===== src/rtl/pwdt_pkg.sv =====
// shared types, constants and helpers of the per-thread watchdog table
package pwdt_pkg;

	localparam int ENTRIES    = 16;
	localparam int COUNT_BITS = 16;
	localparam int IDX_W      = (ENTRIES > 1) ? $clog2(ENTRIES) : 1;
	localparam int ACT_W      = $clog2(ENTRIES + 1);
	localparam int ID_W       = 32;
	localparam int MAXC_W     = 16;
	localparam int OUT_ACT_W  = 5;
	localparam int OUT_W      = 40;

	localparam logic [COUNT_BITS-1:0] CNT_MAX  = '1;
	localparam logic [IDX_W-1:0]      IDX_LAST = IDX_W'(ENTRIES - 1);
	localparam logic [MAXC_W-1:0]     MAXC_RST = MAXC_W'(10);

	typedef enum logic [1:0] {
		REQ_TICK  = 2'd0,
		REQ_START = 2'd1,
		REQ_STOP  = 2'd2,
		REQ_CLEAR = 2'd3
	} req_t;

	typedef enum logic [2:0] {
		ST_IDLE = 3'b001,
		ST_SCAN = 3'b010,
		ST_FIN  = 3'b100
	} state_t;

	// per-entry info handed to the scan unit
	typedef struct packed {
		logic             clr;
		logic             vld;
		req_t             op;
		logic [IDX_W-1:0] idx;
		logic             slot_vld;
	} scan_ctl_t;

	// what the scan found over the whole table
	typedef struct packed {
		logic             hit;
		logic [ID_W-1:0]  low_id;
		logic             match;
		logic [IDX_W-1:0] match_idx;
		logic             free;
		logic [IDX_W-1:0] free_idx;
	} scan_res_t;

	typedef struct packed {
		logic                  we;
		logic [IDX_W-1:0]      addr;
		logic [COUNT_BITS-1:0] data;
	} cnt_wr_t;

	function automatic logic [OUT_ACT_W-1:0] sat_active(input logic [ACT_W-1:0] n);
		logic [OUT_ACT_W-1:0] r;
		if (32'(n) > 32'd31) begin
			r = 5'd31;
		end else begin
			r = OUT_ACT_W'(n);
		end
		return r;
	endfunction

endpackage


===== src/rtl/per_thread_watchdog_table.sv =====
// top level of the per-thread watchdog table
// Watches up to ENTRIES thread ids, each with a tick counter held in ram.
// Input items arrive on s_tvalid/s_tready: s_tuser carries the request type
// (tick, start, stop, clear), s_tdata the thread id. Each item yields one
// result item on m_tvalid/m_tready with the trip flag, trip id, full flag,
// number of watched entries and an idle flag.
// Ticks, starts and stops walk the whole table through the id and count
// rams, one entry per cycle through the registered ram read port, and the
// result is loaded once the walk is done; a clear, or any item after a
// trip, skips the walk and goes straight to the finish state. The next
// item is taken the cycle after the result is loaded. The result sits in
// an output register; a stalled receiver holds it there and the block
// stops only once a second result is ready to load. The limit max_cycles
// is written on cfg_valid/cfg_ready (always ready); the user must write it
// only while the block is idle, which the block itself does not enforce.
// Reset empties the table, clears the trip and sets max_cycles to 10; no
// clearing pass is needed since slot valid bits are flops.
module per_thread_watchdog_table (
	input  logic                        clk,
	input  logic                        arst_n,
	input  logic                        s_tvalid,
	output logic                        s_tready,
	input  logic [31:0]                 s_tdata,  // thread_id[31:0]
	input  logic [1:0]                  s_tuser,  // req_type[1:0]
	output logic                        m_tvalid,
	input  logic                        m_tready,
	// tripped[0], trip_id[32:1], table_full[33], active_count[38:34], idle[39]
	output logic [pwdt_pkg::OUT_W-1:0]  m_tdata,
	input  logic                        cfg_valid,
	output logic                        cfg_ready,
	input  logic [15:0]                 cfg_data
);

	pwdt_pkg::state_t                 state_q;
	pwdt_pkg::req_t                   op_q;
	logic [pwdt_pkg::ID_W-1:0]        id_q;
	logic [pwdt_pkg::IDX_W-1:0]       rd_idx_q;
	logic                             rd_done_q;
	logic                             vld_s1;
	logic [pwdt_pkg::IDX_W-1:0]       idx_s1;
	logic [pwdt_pkg::ENTRIES-1:0]     valid_q;
	logic [pwdt_pkg::ACT_W-1:0]       act_q;
	logic                             trip_q;
	logic [pwdt_pkg::ID_W-1:0]        trip_id_q;
	logic [pwdt_pkg::MAXC_W-1:0]      max_q;
	logic                             out_valid_q;
	logic [pwdt_pkg::OUT_W-1:0]       out_data_q;

	logic                             accept;
	logic                             issuing;
	logic                             fin_fire;
	pwdt_pkg::scan_ctl_t              ctl;
	pwdt_pkg::scan_res_t              res;
	pwdt_pkg::cnt_wr_t                scan_wr;
	logic [pwdt_pkg::ID_W-1:0]        id_rdata;
	logic [pwdt_pkg::COUNT_BITS-1:0]  cnt_rdata;

	logic                             id_we;
	logic                             cnt_we;
	logic [pwdt_pkg::IDX_W-1:0]       cnt_waddr;
	logic [pwdt_pkg::COUNT_BITS-1:0]  cnt_wdata;
	logic                             fin_start_we;

	logic [pwdt_pkg::ENTRIES-1:0]     valid_next;
	logic [pwdt_pkg::ACT_W-1:0]       act_next;
	logic                             trip_next;
	logic [pwdt_pkg::ID_W-1:0]        trip_id_next;
	logic                             full_next;

	assign s_tready  = (state_q == pwdt_pkg::ST_IDLE);
	assign accept    = s_tvalid && s_tready;
	assign issuing   = (state_q == pwdt_pkg::ST_SCAN) && !rd_done_q;
	assign fin_fire  = (state_q == pwdt_pkg::ST_FIN) && (!out_valid_q || m_tready);
	assign cfg_ready = 1'b1;
	assign m_tvalid  = out_valid_q;
	assign m_tdata   = out_data_q;

	assign ctl.clr      = accept;
	assign ctl.vld      = vld_s1;
	assign ctl.op       = op_q;
	assign ctl.idx      = idx_s1;
	assign ctl.slot_vld = valid_q[idx_s1];

	pwdt_scan u_scan (
		.clk        (clk),
		.arst_n     (arst_n),
		.ctl        (ctl),
		.id_rdata   (id_rdata),
		.cnt_rdata  (cnt_rdata),
		.req_id     (id_q),
		.max_cycles (max_q),
		.res        (res),
		.cnt_wr     (scan_wr)
	);

	// start: reset an existing count or fill the lowest free slot
	assign fin_start_we = fin_fire && !trip_q && (op_q == pwdt_pkg::REQ_START)
		&& (res.match || res.free);
	assign id_we     = fin_start_we && !res.match;
	assign cnt_we    = fin_start_we || scan_wr.we;
	assign cnt_waddr = fin_start_we ? (res.match ? res.match_idx : res.free_idx)
		: scan_wr.addr;
	assign cnt_wdata = fin_start_we ? '0 : scan_wr.data;

	pwdt_ram #(
		.WIDTH (pwdt_pkg::ID_W),
		.DEPTH (pwdt_pkg::ENTRIES)
	) u_id_ram (
		.clk   (clk),
		.we    (id_we),
		.waddr (res.free_idx),
		.wdata (id_q),
		.raddr (rd_idx_q),
		.rdata (id_rdata)
	);

	pwdt_ram #(
		.WIDTH (pwdt_pkg::COUNT_BITS),
		.DEPTH (pwdt_pkg::ENTRIES)
	) u_cnt_ram (
		.clk   (clk),
		.we    (cnt_we),
		.waddr (cnt_waddr),
		.wdata (cnt_wdata),
		.raddr (rd_idx_q),
		.rdata (cnt_rdata)
	);

	always_comb begin
		valid_next   = valid_q;
		act_next     = act_q;
		trip_next    = trip_q;
		trip_id_next = trip_id_q;
		full_next    = 1'b0;
		if (!trip_q) begin
			case (op_q)
				pwdt_pkg::REQ_TICK: begin
					if (res.hit) begin
						trip_next    = 1'b1;
						trip_id_next = res.low_id;
					end
				end
				pwdt_pkg::REQ_START: begin
					if (!res.match) begin
						if (res.free) begin
							valid_next[res.free_idx] = 1'b1;
							act_next = act_q + pwdt_pkg::ACT_W'(1);
						end else begin
							full_next = 1'b1;
						end
					end
				end
				pwdt_pkg::REQ_STOP: begin
					if (res.match) begin
						valid_next[res.match_idx] = 1'b0;
						act_next = act_q - pwdt_pkg::ACT_W'(1);
					end
				end
				default: begin
					valid_next = '0;
					act_next   = '0;
				end
			endcase
		end
	end

	always_ff @(posedge clk or negedge arst_n) begin
		if (!arst_n) begin
			state_q     <= pwdt_pkg::ST_IDLE;
			rd_idx_q    <= '0;
			rd_done_q   <= 1'b0;
			vld_s1      <= 1'b0;
			valid_q     <= '0;
			act_q       <= '0;
			trip_q      <= 1'b0;
			trip_id_q   <= '0;
			max_q       <= pwdt_pkg::MAXC_RST;
			out_valid_q <= 1'b0;
		end else begin
			if (cfg_valid && cfg_ready) begin
				max_q <= cfg_data;
			end
			vld_s1 <= issuing;
			if (issuing) begin
				rd_idx_q <= rd_idx_q + pwdt_pkg::IDX_W'(1);
				if (rd_idx_q == pwdt_pkg::IDX_LAST) begin
					rd_done_q <= 1'b1;
				end
			end
			if (fin_fire) begin
				out_valid_q <= 1'b1;
			end else if (m_tready) begin
				out_valid_q <= 1'b0;
			end
			unique case (state_q)
				pwdt_pkg::ST_IDLE: begin
					if (accept) begin
						rd_idx_q  <= '0;
						rd_done_q <= 1'b0;
						// clear and post-trip items need no walk
						if (trip_q || pwdt_pkg::req_t'(s_tuser) == pwdt_pkg::REQ_CLEAR) begin
							state_q <= pwdt_pkg::ST_FIN;
						end else begin
							state_q <= pwdt_pkg::ST_SCAN;
						end
					end
				end
				pwdt_pkg::ST_SCAN: begin
					if (vld_s1 && idx_s1 == pwdt_pkg::IDX_LAST) begin
						state_q <= pwdt_pkg::ST_FIN;
					end
				end
				pwdt_pkg::ST_FIN: begin
					if (fin_fire) begin
						state_q   <= pwdt_pkg::ST_IDLE;
						valid_q   <= valid_next;
						act_q     <= act_next;
						trip_q    <= trip_next;
						trip_id_q <= trip_id_next;
					end
				end
				default: begin
					state_q <= pwdt_pkg::ST_IDLE;
				end
			endcase
		end
	end

	// payload registers
	always_ff @(posedge clk) begin
		idx_s1 <= rd_idx_q;
		if (accept) begin
			op_q <= pwdt_pkg::req_t'(s_tuser);
			id_q <= s_tdata;
		end
		if (fin_fire) begin
			out_data_q <= {(act_next == '0), pwdt_pkg::sat_active(act_next), full_next,
				trip_id_next, trip_next};
		end
	end

endmodule


===== src/rtl/pwdt_ram.sv =====
// generic simple dual-port ram with registered read
module pwdt_ram #(
	parameter int WIDTH = 32,
	parameter int DEPTH = 16,
	parameter int AW    = (DEPTH > 1) ? $clog2(DEPTH) : 1
) (
	input  logic             clk,
	input  logic             we,
	input  logic [AW-1:0]    waddr,
	input  logic [WIDTH-1:0] wdata,
	input  logic [AW-1:0]    raddr,
	output logic [WIDTH-1:0] rdata
);

	logic [WIDTH-1:0] mem [DEPTH];

	always_ff @(posedge clk) begin
		if (we) begin
			mem[waddr] <= wdata;
		end
		rdata <= mem[raddr];
	end

endmodule


===== src/rtl/pwdt_scan.sv =====
// per-entry evaluation during a table walk: count update, trip search, id lookup
module pwdt_scan (
	input  logic                                clk,
	input  logic                                arst_n,
	input  pwdt_pkg::scan_ctl_t                 ctl,
	input  logic [pwdt_pkg::ID_W-1:0]           id_rdata,
	input  logic [pwdt_pkg::COUNT_BITS-1:0]     cnt_rdata,
	input  logic [pwdt_pkg::ID_W-1:0]           req_id,
	input  logic [pwdt_pkg::MAXC_W-1:0]         max_cycles,
	output pwdt_pkg::scan_res_t                 res,
	output pwdt_pkg::cnt_wr_t                   cnt_wr
);

	pwdt_pkg::scan_res_t           res_q;
	logic [pwdt_pkg::COUNT_BITS-1:0] cnt_inc;
	logic                          over;
	logic                          is_tick;

	assign is_tick = (ctl.op == pwdt_pkg::REQ_TICK);
	assign cnt_inc = (cnt_rdata == pwdt_pkg::CNT_MAX) ? cnt_rdata
		: cnt_rdata + pwdt_pkg::COUNT_BITS'(1);
	assign over    = (32'(cnt_inc) >= 32'(max_cycles));

	assign cnt_wr.we   = ctl.vld && ctl.slot_vld && is_tick;
	assign cnt_wr.addr = ctl.idx;
	assign cnt_wr.data = cnt_inc;

	assign res = res_q;

	always_ff @(posedge clk or negedge arst_n) begin
		if (!arst_n) begin
			res_q <= '0;
		end else if (ctl.clr) begin
			res_q <= '0;
		end else if (ctl.vld) begin
			if (ctl.slot_vld) begin
				if (is_tick && over && (!res_q.hit || id_rdata < res_q.low_id)) begin
					res_q.hit    <= 1'b1;
					res_q.low_id <= id_rdata;
				end
				if (!is_tick && !res_q.match && id_rdata == req_id) begin
					res_q.match     <= 1'b1;
					res_q.match_idx <= ctl.idx;
				end
			end else if (!res_q.free) begin
				// lowest free slot
				res_q.free     <= 1'b1;
				res_q.free_idx <= ctl.idx;
			end
		end
	end

endmodule

===== config.mk =====
export PLATFORM = sky130hd
export DESIGN_NAME = per_thread_watchdog_table
export DESIGN_NICKNAME = d
export VERILOG_FILES = /design/src/rtl/pwdt_pkg.sv /design/src/rtl/per_thread_watchdog_table.sv /design/src/rtl/pwdt_ram.sv /design/src/rtl/pwdt_scan.sv
export SDC_FILE = /design/constraint.sdc
export NUM_CORES = 1
export LEC_CHECK = 0
export BUFFER_PORTS_ARGS = -buffer_cell sky130_fd_sc_hd__buf_2
export CORE_MARGIN = 3
export CORE_UTILIZATION = 60
export DETAILED_ROUTE_END_ITERATION = 10
export PLACE_DENSITY_LB_ADDON = 0.08
export RECOVER_POWER = 25
export SETUP_SLACK_MARGIN = 0.5
export SLEW_MARGIN = 20
export SYNTH_ARGS = -nofsm -noshare
export SYNTH_HDL_FRONTEND = slang
export SYNTH_SLANG_ARGS = --single-unit

===== constraint.sdc =====
create_clock -name clk -period 4.6 [get_ports clk]
set_clock_uncertainty 0.15 [all_clocks]
set_input_delay 0.46 -clock clk [delete_from_list [all_inputs] [get_ports clk]]
set_output_delay 0.46 -clock clk [all_outputs]
set_load 0.01 [all_outputs]

==> reports/metrics.yaml, run 1 <==
fmax_mhz: 268
finalSetupViolCount: 0
via_count: 21260
postSynth.asyncResetShare_pct: 12.1
worstPathArrival_ns: 4.15
globalplace.congestion: 0.833
period_minus_slack_ns: 3.73
syn_area_um2: 40200
timing.rr.start: "u_cnt_ram.rdata[4]$_DFF_P_"
power_density_nw_per_um2: 418
grtUsageTotal_pct: 25.9
synth_top_area_cell: "edfxtp_1"
ios: 98
syn_avg_cell_area_um2: 18.1
clk_pin_slew_worst_paths_ns: 0.06
synth_most_common_cell: "edfxtp_1"
period_share_pct: 81.0
drive_above_1_share_pct: 23.7
grt_pass1_wl_um: 135000
hold_viol_final: 0
drv_cap: 0
cp.required_ns: 5.03
synthCells: 2228
pwr-share-comb_pct: 3.2
core-area_um2: 66100
first_iter_violations: 2306
initial_core_util_pct: 60.9
power_frac_seq_pct: 54.9
synth_edf_count: 842
rsz0062_at_grt: "no"
ys_types: 67
cp_max_fo: 32
synth_common_cells: "edfxtp_1 (842), mux4_2 (245), nand2_1 (201), dfrtp_1 (120), o21ai_0 (114)"
power.switching_mw: 4.06
ant_nets: 0
hold_path.startpoint: "cfg_valid"
max-slew-margin-rel_pct: 31.1
h-tree-depth: 3
min_to: "max_q[1]$_DFFE_PN1P_"
antenna_found_initial: 2
diodes: 0
drt_wl_total_um: 88300
grt_max_degree: 64
rows: 94
holdPathStages: 3
hold_class: "primary input to register"
cts.sinks: 1017
leakagePower_nw: 15.2
r2r_cells: 15
clock_latency_ns: 0.65
dp_hpwl_um: 53400
worst_pin_slew_ns: 1.03
regToRegEndpoint: "u_scan.res[23]$_DFFE_PN0P_"
fp.dieW_um: 265
r2r_slack_ns: 0.87
dieHeight_um: 265
yosys_warnings: 0
root_buffer: "clkbuf_16"
numCtsBuffers: 100
fp.dieArea_um2: 70200
drc: 0
p_int_mw: 15.1
status: "completed"
via_per_inst: 6.29
synth.top_cells.by_area: "edfxtp_1 (63%), mux4_2 (14%), dfrtp_1 (7.5%), dfxtp_1 (2.6%), nand2_1 (1.9%)"
cts_buffer_depth: 3
area_delta_synth_final_pct: 14.0
slew_violations: 0
cp-start-kind: "register"
layout.nets: 2542
tritoncts: "yes"
ir_worst_vdd_mv: 0.350
overflow: 0
ys_ff_latch: 1017
pwr-share-clk_pct: 41.9
wl_per_cell_um: 26.1
final_core_util_pct: 69.4
synthFlopType: "edfxtp_1"
p_sw_share_pct: 21.2
critical_path_class: "register to register"
port_buffers: 96
drt_pass1_iterations: 5
worstSetupEndpointType: "register"
finalSetupTns_ns: 0
yosysTopAreaCellShare_pct: 62.8
yosysSeqAreaShare_pct: 73.1
grt_pass1_vias: 21463
synth_nets: 2338
==> power groups by stage <==
stage / clock (mW) / sequential, mW / combinational (mW)
after floorplan: 0 / 10.6 / 0.304
after global placement: 0 / 10.7 / 0.571
after detailed placement: 0 / 10.7 / 0.584
after CTS: 8.18 / 10.5 / 0.620
after global routing: 8.57 / 10.6 / 0.677
final: 8.03 / 10.5 / 0.611
==> repair_timing <==
item	CTS	global route
resized for setup	0	3
hold buffers	53	0
setup buffers	0	0
endpoints found under the setup margin	0	32
endpoints found under the hold margin	111	0
==> state kept, by name, summed over array words and instances, names as in the netlist, 16 cells and up <==
register and flops:
id_q 32, m_tdata 40, max_q 16, trip_id_q 32, u_cnt_ram.mem 256, u_cnt_ram.rdata 16
u_id_ram.mem 512, u_id_ram.rdata 32, u_scan.res 43, valid_q 16
==> worst max-delay path, stage by stage, from the launching register on <==
cell and delay, ns:
dfxtp_1 0.42, nand3_2 0.21, nor4_2 0.39, nand2b_2 0.20, nand3_1 0.21, nor4_1 0.08
xor2_1 0.16, ha_1 0.31, a21o_1 0.18, a21o_1 0.17, a21oi_1 0.14, o221a_2 0.26
a21o_1 0.10, buf_4 0.29, o21ai_0 0.15, a21oi_1 0.19
==> stage by stage <==
| step | cell area [µm²] | total power [mW] | hold slack [ns] | instances | setup slack (ns) |
|---|---|---|---|---|---|
| 6_report | 45900 | 19.2 | 0.0941 | 3378 | 0.872 |
| 5_1_grt | 45900 | 19.8 | 0.123 | 3378 | 0.473 |
| 2_1_floorplan | 40200 | 11.0 | 0.0144 | 2228 | 0.995 |
| 3_3_place_gp | 42100 | 11.3 | 0.304 | 3141 | 0.942 |
| 3_5_place_dp | 42100 | 11.3 | 0.312 | 3141 | 0.793 |
| 4_1_cts | 45800 | 19.3 | 0.0663 | 3378 | 0.726 |
==> layer usage <==
metal	track usage [%]	vias up	part of all wire, %
li1	-	9192	-
met1	39.9	11112	43
met2	39.4	845	47
met3	5.26	111	8.5
met4	5.66	0	1.5
met5	0	-	0
==> layout by cell type, fill, tap and decap left out, types with 5 or more instances in the layout <==
master / n
a31oi_1: 13
a21o_1: 9
xor2_1: 35
nand2b_1: 5
nor2b_1: 13
o21ai_0: 114
mux4_2: 245
nand2_1: 201
dfrtp_1: 116
nand3_1: 52
nor2_4: 16
inv_1: 57
buf_2: 85
o21a_1: 10
xnor2_1: 10
o31a_1: 9
clkinv_1: 9
nand4_1: 9
buf_12: 6
clkinv_2: 21
ha_1: 55
a21oi_1: 95
dfxtp_1: 52
and4_1: 6
mux2_2: 6
clkbuf_8: 5
edfxtp_1: 842
nor2_1: 46
buf_4: 63
dlygate4sd3_1: 53
clkbuf_16: 101
clkinvlp_4: 8
nor4_1: 9
mux2i_1: 11
bufinv_16: 9
nor3_1: 10
clkbuf_1: 38
==> worst max path at each step <==
stage / from / endpoint / cells past startpoint
after global placement: u_cnt_ram.rdata[4]$_DFF_P_ / u_scan.res[36]$_DFFE_PN0P_ / 15
after floorplan: m_tready / u_id_ram.mem[12][0]$_DFFE_PP_ / 6
after detailed placement: u_cnt_ram.rdata[4]$_DFF_P_ / u_scan.res[40]$_DFFE_PN0P_ / 15
after CTS: u_cnt_ram.rdata[4]$_DFF_P_ / u_scan.res[40]$_DFFE_PN0P_ / 15
final: u_cnt_ram.rdata[4]$_DFF_P_ / u_scan.res[23]$_DFFE_PN0P_ / 15
after global routing: u_cnt_ram.rdata[4]$_DFF_P_ / u_scan.res[23]$_DFFE_PN0P_ / 15
==> layout make-up <==
cell class | instances | area [µm²]
sequential | 1017 | 29400
fill | 4241 | 20200
multi-input combinational | 1034 | 10300
clock buffer | 132 | 2690
timing repair buffer | 219 | 1590
tap | 864 | 1080
clock inverter | 52 | 539
inverter | 60 | 226
==> cells by family after synthesis <==
group,Yosys count,synth area share [%]
DFF,1017,73.1
and+or+nand+nor,395,4.40
AOI/OAI and AO/OA,276,3.93
muxes,262,14.2
buffers and inverters,177,1.73
adders and majority gates,55,1.71
xor gates and xnor gates,45,0.980
other,1,0.00932
No activity file was read; power rests on OpenSTA's default activity.
==> inputs of run 2 (changes only) <==
- CORE_UTILIZATION: 60 -> 56
- clock period: 4.6 -> 3.4 ns (I/O delays scaled with it)
==> run 2 against run 1 <==
Net effect: the flow now finishes with violations (capacitance limit, slew limit, setup timing); critical path depth unchanged; clock power up 38%; via count up 3.0%; worst setup slack worse by 0.88 ns; global-route usage down 0.056 points; routed wire length up 7.5%; total power up 37%; clock-buffer cell count down 4; sequential power up 34%; cell count up 5.8%; first-iteration DRC count down 2.4%; critical endpoint is now u_scan.res[19]$_DFFE_PN0P_.
==> reports/metrics.yaml, run 2 (synthesis gave the netlist of run 1 again) <==
top_register: "u_id_ram.mem"
h-tree-depth: 3  # unchanged
rows: 97  # +3.2%
max-slew-margin-rel_pct: -29.9  # -61 points
hold_class: "primary input to register"
cpMaxStageDelayCell: "dfxtp_4"
worst_pin_slew_ns: 1.95  # +0.916 ns
dp_hpwl_um: 55700  # +4.3%
leakagePower_nw: 16.0  # +4.7%
clock_latency_ns: 0.66  # about the same
power.switching_mw: 5.57  # +37%
cp_max_fo: 5  # -84%
tritoncts: "yes"
period_minus_slack_ns: 3.40  # -0.325 ns
ir_worst_vdd_mv: 0.526  # +50%
final.setup.worst_slack_ns: -0.00302  # -0.875 ns
status: "finished, violations left"
grtUsageTotal_pct: 25.8  # -0.056 points
layout.nets: 2658  # +4.6%
cts_buffer_depth: 3  # unchanged
power_frac_seq_pct: 53.6  # -1.3 points
final_cell_mix: "edfxtp_1 (842), mux4_2 (245), nand2_1 (201), dfrtp_1 (116), clkbuf_16 (105)"
hold_path.startpoint: "cfg_valid"
final_common_cell: "edfxtp_1"
drv_cap: 1  # +1
finalSetupViolCount: 1  # +1
drive_above_1_share_pct: 27.3  # +3.6 points
overflow: 0  # unchanged
port_buffers: 96  # unchanged
hold_viol_final: 0  # unchanged
r2r_slack_ns: -0.003  # -0.88 ns
fmax_mhz: 294  # +9.5%
worstSetupEndpointType: "register"
cp.required_ns: 3.82  # -1.21 ns
worstPathArrival_ns: 3.82  # -0.33 ns
numCtsBuffers: 102  # +2.0%
core-area_um2: 70600  # +6.9%
violations: "capacitance limit, slew limit, setup timing"
wl_per_cell_um: 26.6  # +1.6%
largest_reg_flops: 512  # unchanged
slowest_delay_ns: 0.35  # -0.07 ns
drt_wl_total_um: 94900  # +7.5%
critPathLaunch: "u_cnt_ram.rdata[4]$_DFF_P_"
critical_path_class: "register to register"
p_sw_share_pct: 21.2  # -0.052 points
placed_area_um2: 42900  # +2.0%
grt_pass1_wl_um: 142000  # +5.3%
cp-start-kind: "register"
via_count: 21908  # +3.0%
drt_pass1_iterations: 7  # +2
rsz0062_at_grt: "yes"
grt_pass1_vias: 22336  # +4.1%
ios: 98  # unchanged
drc: 0  # unchanged
first_iter_violations: 2251  # -2.4%
p_int_mw: 20.8  # +37%
cts.sinks: 1017  # unchanged
diodes: 0  # unchanged
fp.dieArea_um2: 75100  # +7.0%
ant_nets: 0  # unchanged
crit_path_cell_trace: "nand3_4, nor4_4, nand3_1, mux2_4, ha_4, nand4_1, nor2_2, o2111ai_2, o221a_4, buf_6, a21oi_4, buf_6, buf_12, nand3_1, a21oi_1"
pwr-share-comb_pct: 4.2  # +1.0 points
slew_violations: 34  # +34
timing.rr.start: "u_cnt_ram.rdata[4]$_DFF_P_"
antenna_found_initial: 4  # +2
period_share_pct: 100  # +19 points
stdcell_area_um2: 47600  # +3.8%
finalSetupTns_ns: -0.00302  # -0.00302 ns
pwr-share-clk_pct: 42.3  # +0.4 points
clk_pin_slew_worst_paths_ns: 0.06  # about the same
power_density_nw_per_um2: 553  # +32%
grt_max_degree: 88  # +38%
globalplace.congestion: 0.828  # -0.64%
dieHeight_um: 274  # +3.4%
area_delta_synth_final_pct: 18.3
root_buffer: "clkbuf_16"
fp.dieW_um: 274  # +3.4%
via_per_inst: 6.13  # -2.6%
initial_core_util_pct: 57.0  # -3.9 points
[run 2: changes by cell type in the layout (fill, tap and decap cells not counted), sizes merged, moves of 2 or more]
| cell | before | now |
|---|---|---|
| buf | 154 | 215 |
| clkbuf | 144 | 168 |
| dlygate4sd3 | 53 | 76 |
| clkinv | 32 | 45 |
| clkinvlp | 8 | 3 |
| bufinv | 9 | 11 |
[run 2: power groups by stage]
stage / registers, mW / clock network, mW / logic (mW)
final: 14.1 / 11.1 / 1.10
after global routing: 14.1 / 11.8 / 1.21
after CTS: 14.1 / 11.3 / 1.08
after detailed placement: 14.4 / 0 / 0.977
after global placement: 14.4 / 0 / 0.956
after floorplan: 14.4 / 0 / 0.416
[run 2: cell type report]
type	instances	area, µm²
inverters	60	226
flip-flops and latches	1017	29500
repair buffers	332	2770
clock inverters	61	634
well taps	940	1180
clock buffers	128	2720
fillers	4654	23000
multi-input cells	1035	10600
[run 2: worst max-delay path: cells and delay by family, from the launching register on]
kind	cells	cell delay (ns)
buf+inv	3	0.42
compound gates	4	0.81
mux	1	0.34
flops	1	0.35
simple gates	6	1.00
fa+ha+maj	1	0.27
[run 2: stage by stage]
step	cells	power, mW	hold WS (ns)	util [%]	setup slack [ns]
final	3573	26.3	0.0391	67.4	-0.00302
after global routing	3573	27.2	0.0653	67.4	-0.167
after CTS	3556	26.5	0.00535	67.2	0.0555
after detailed placement	3265	15.4	0.182	60.7	-0.0477
after global placement	3265	15.3	0.172	60.7	0.0537
after floorplan	2228	14.8	-0.106	-	0.307
[run 2: what timing repair did]
item | CTS | global route
endpoints found under the hold margin | 143 | 0
hold buffers | 76 | 0
gates resized for setup | 46 | 20
setup endpoints to repair | 166 | 174
setup buffers | 22 | 15
gates cloned | 4 | 2
pin swaps | 15 | 5
[run 2: worst paths after layout]
path	to	depth (start not counted)
worst max-delay path	u_scan.res[19]$_DFFE_PN0P_	15
worst min register to register	trip_id_q[8]$_DFFE_PN0P_	2
min in group asynchronous	max_q[5]$_DFFE_PN0P_	2
worst min-delay path	max_q[8]$_DFFE_PN0P_	2
max in group asynchronous	trip_id_q[11]$_DFFE_PN0P_	3
worst max register to register	u_scan.res[19]$_DFFE_PN0P_	15
[run 2: per-layer routing]
metal | up-vias | track usage, % | routed length (µm)
met4 | 2 | 5.85 | 1890
met3 | 143 | 4.91 | 7220
met1 | 11508 | 39.3 | 41400
li1 | 9451 | - | -
met2 | 804 | 39.7 | 44300
met5 | - | 0 | 13
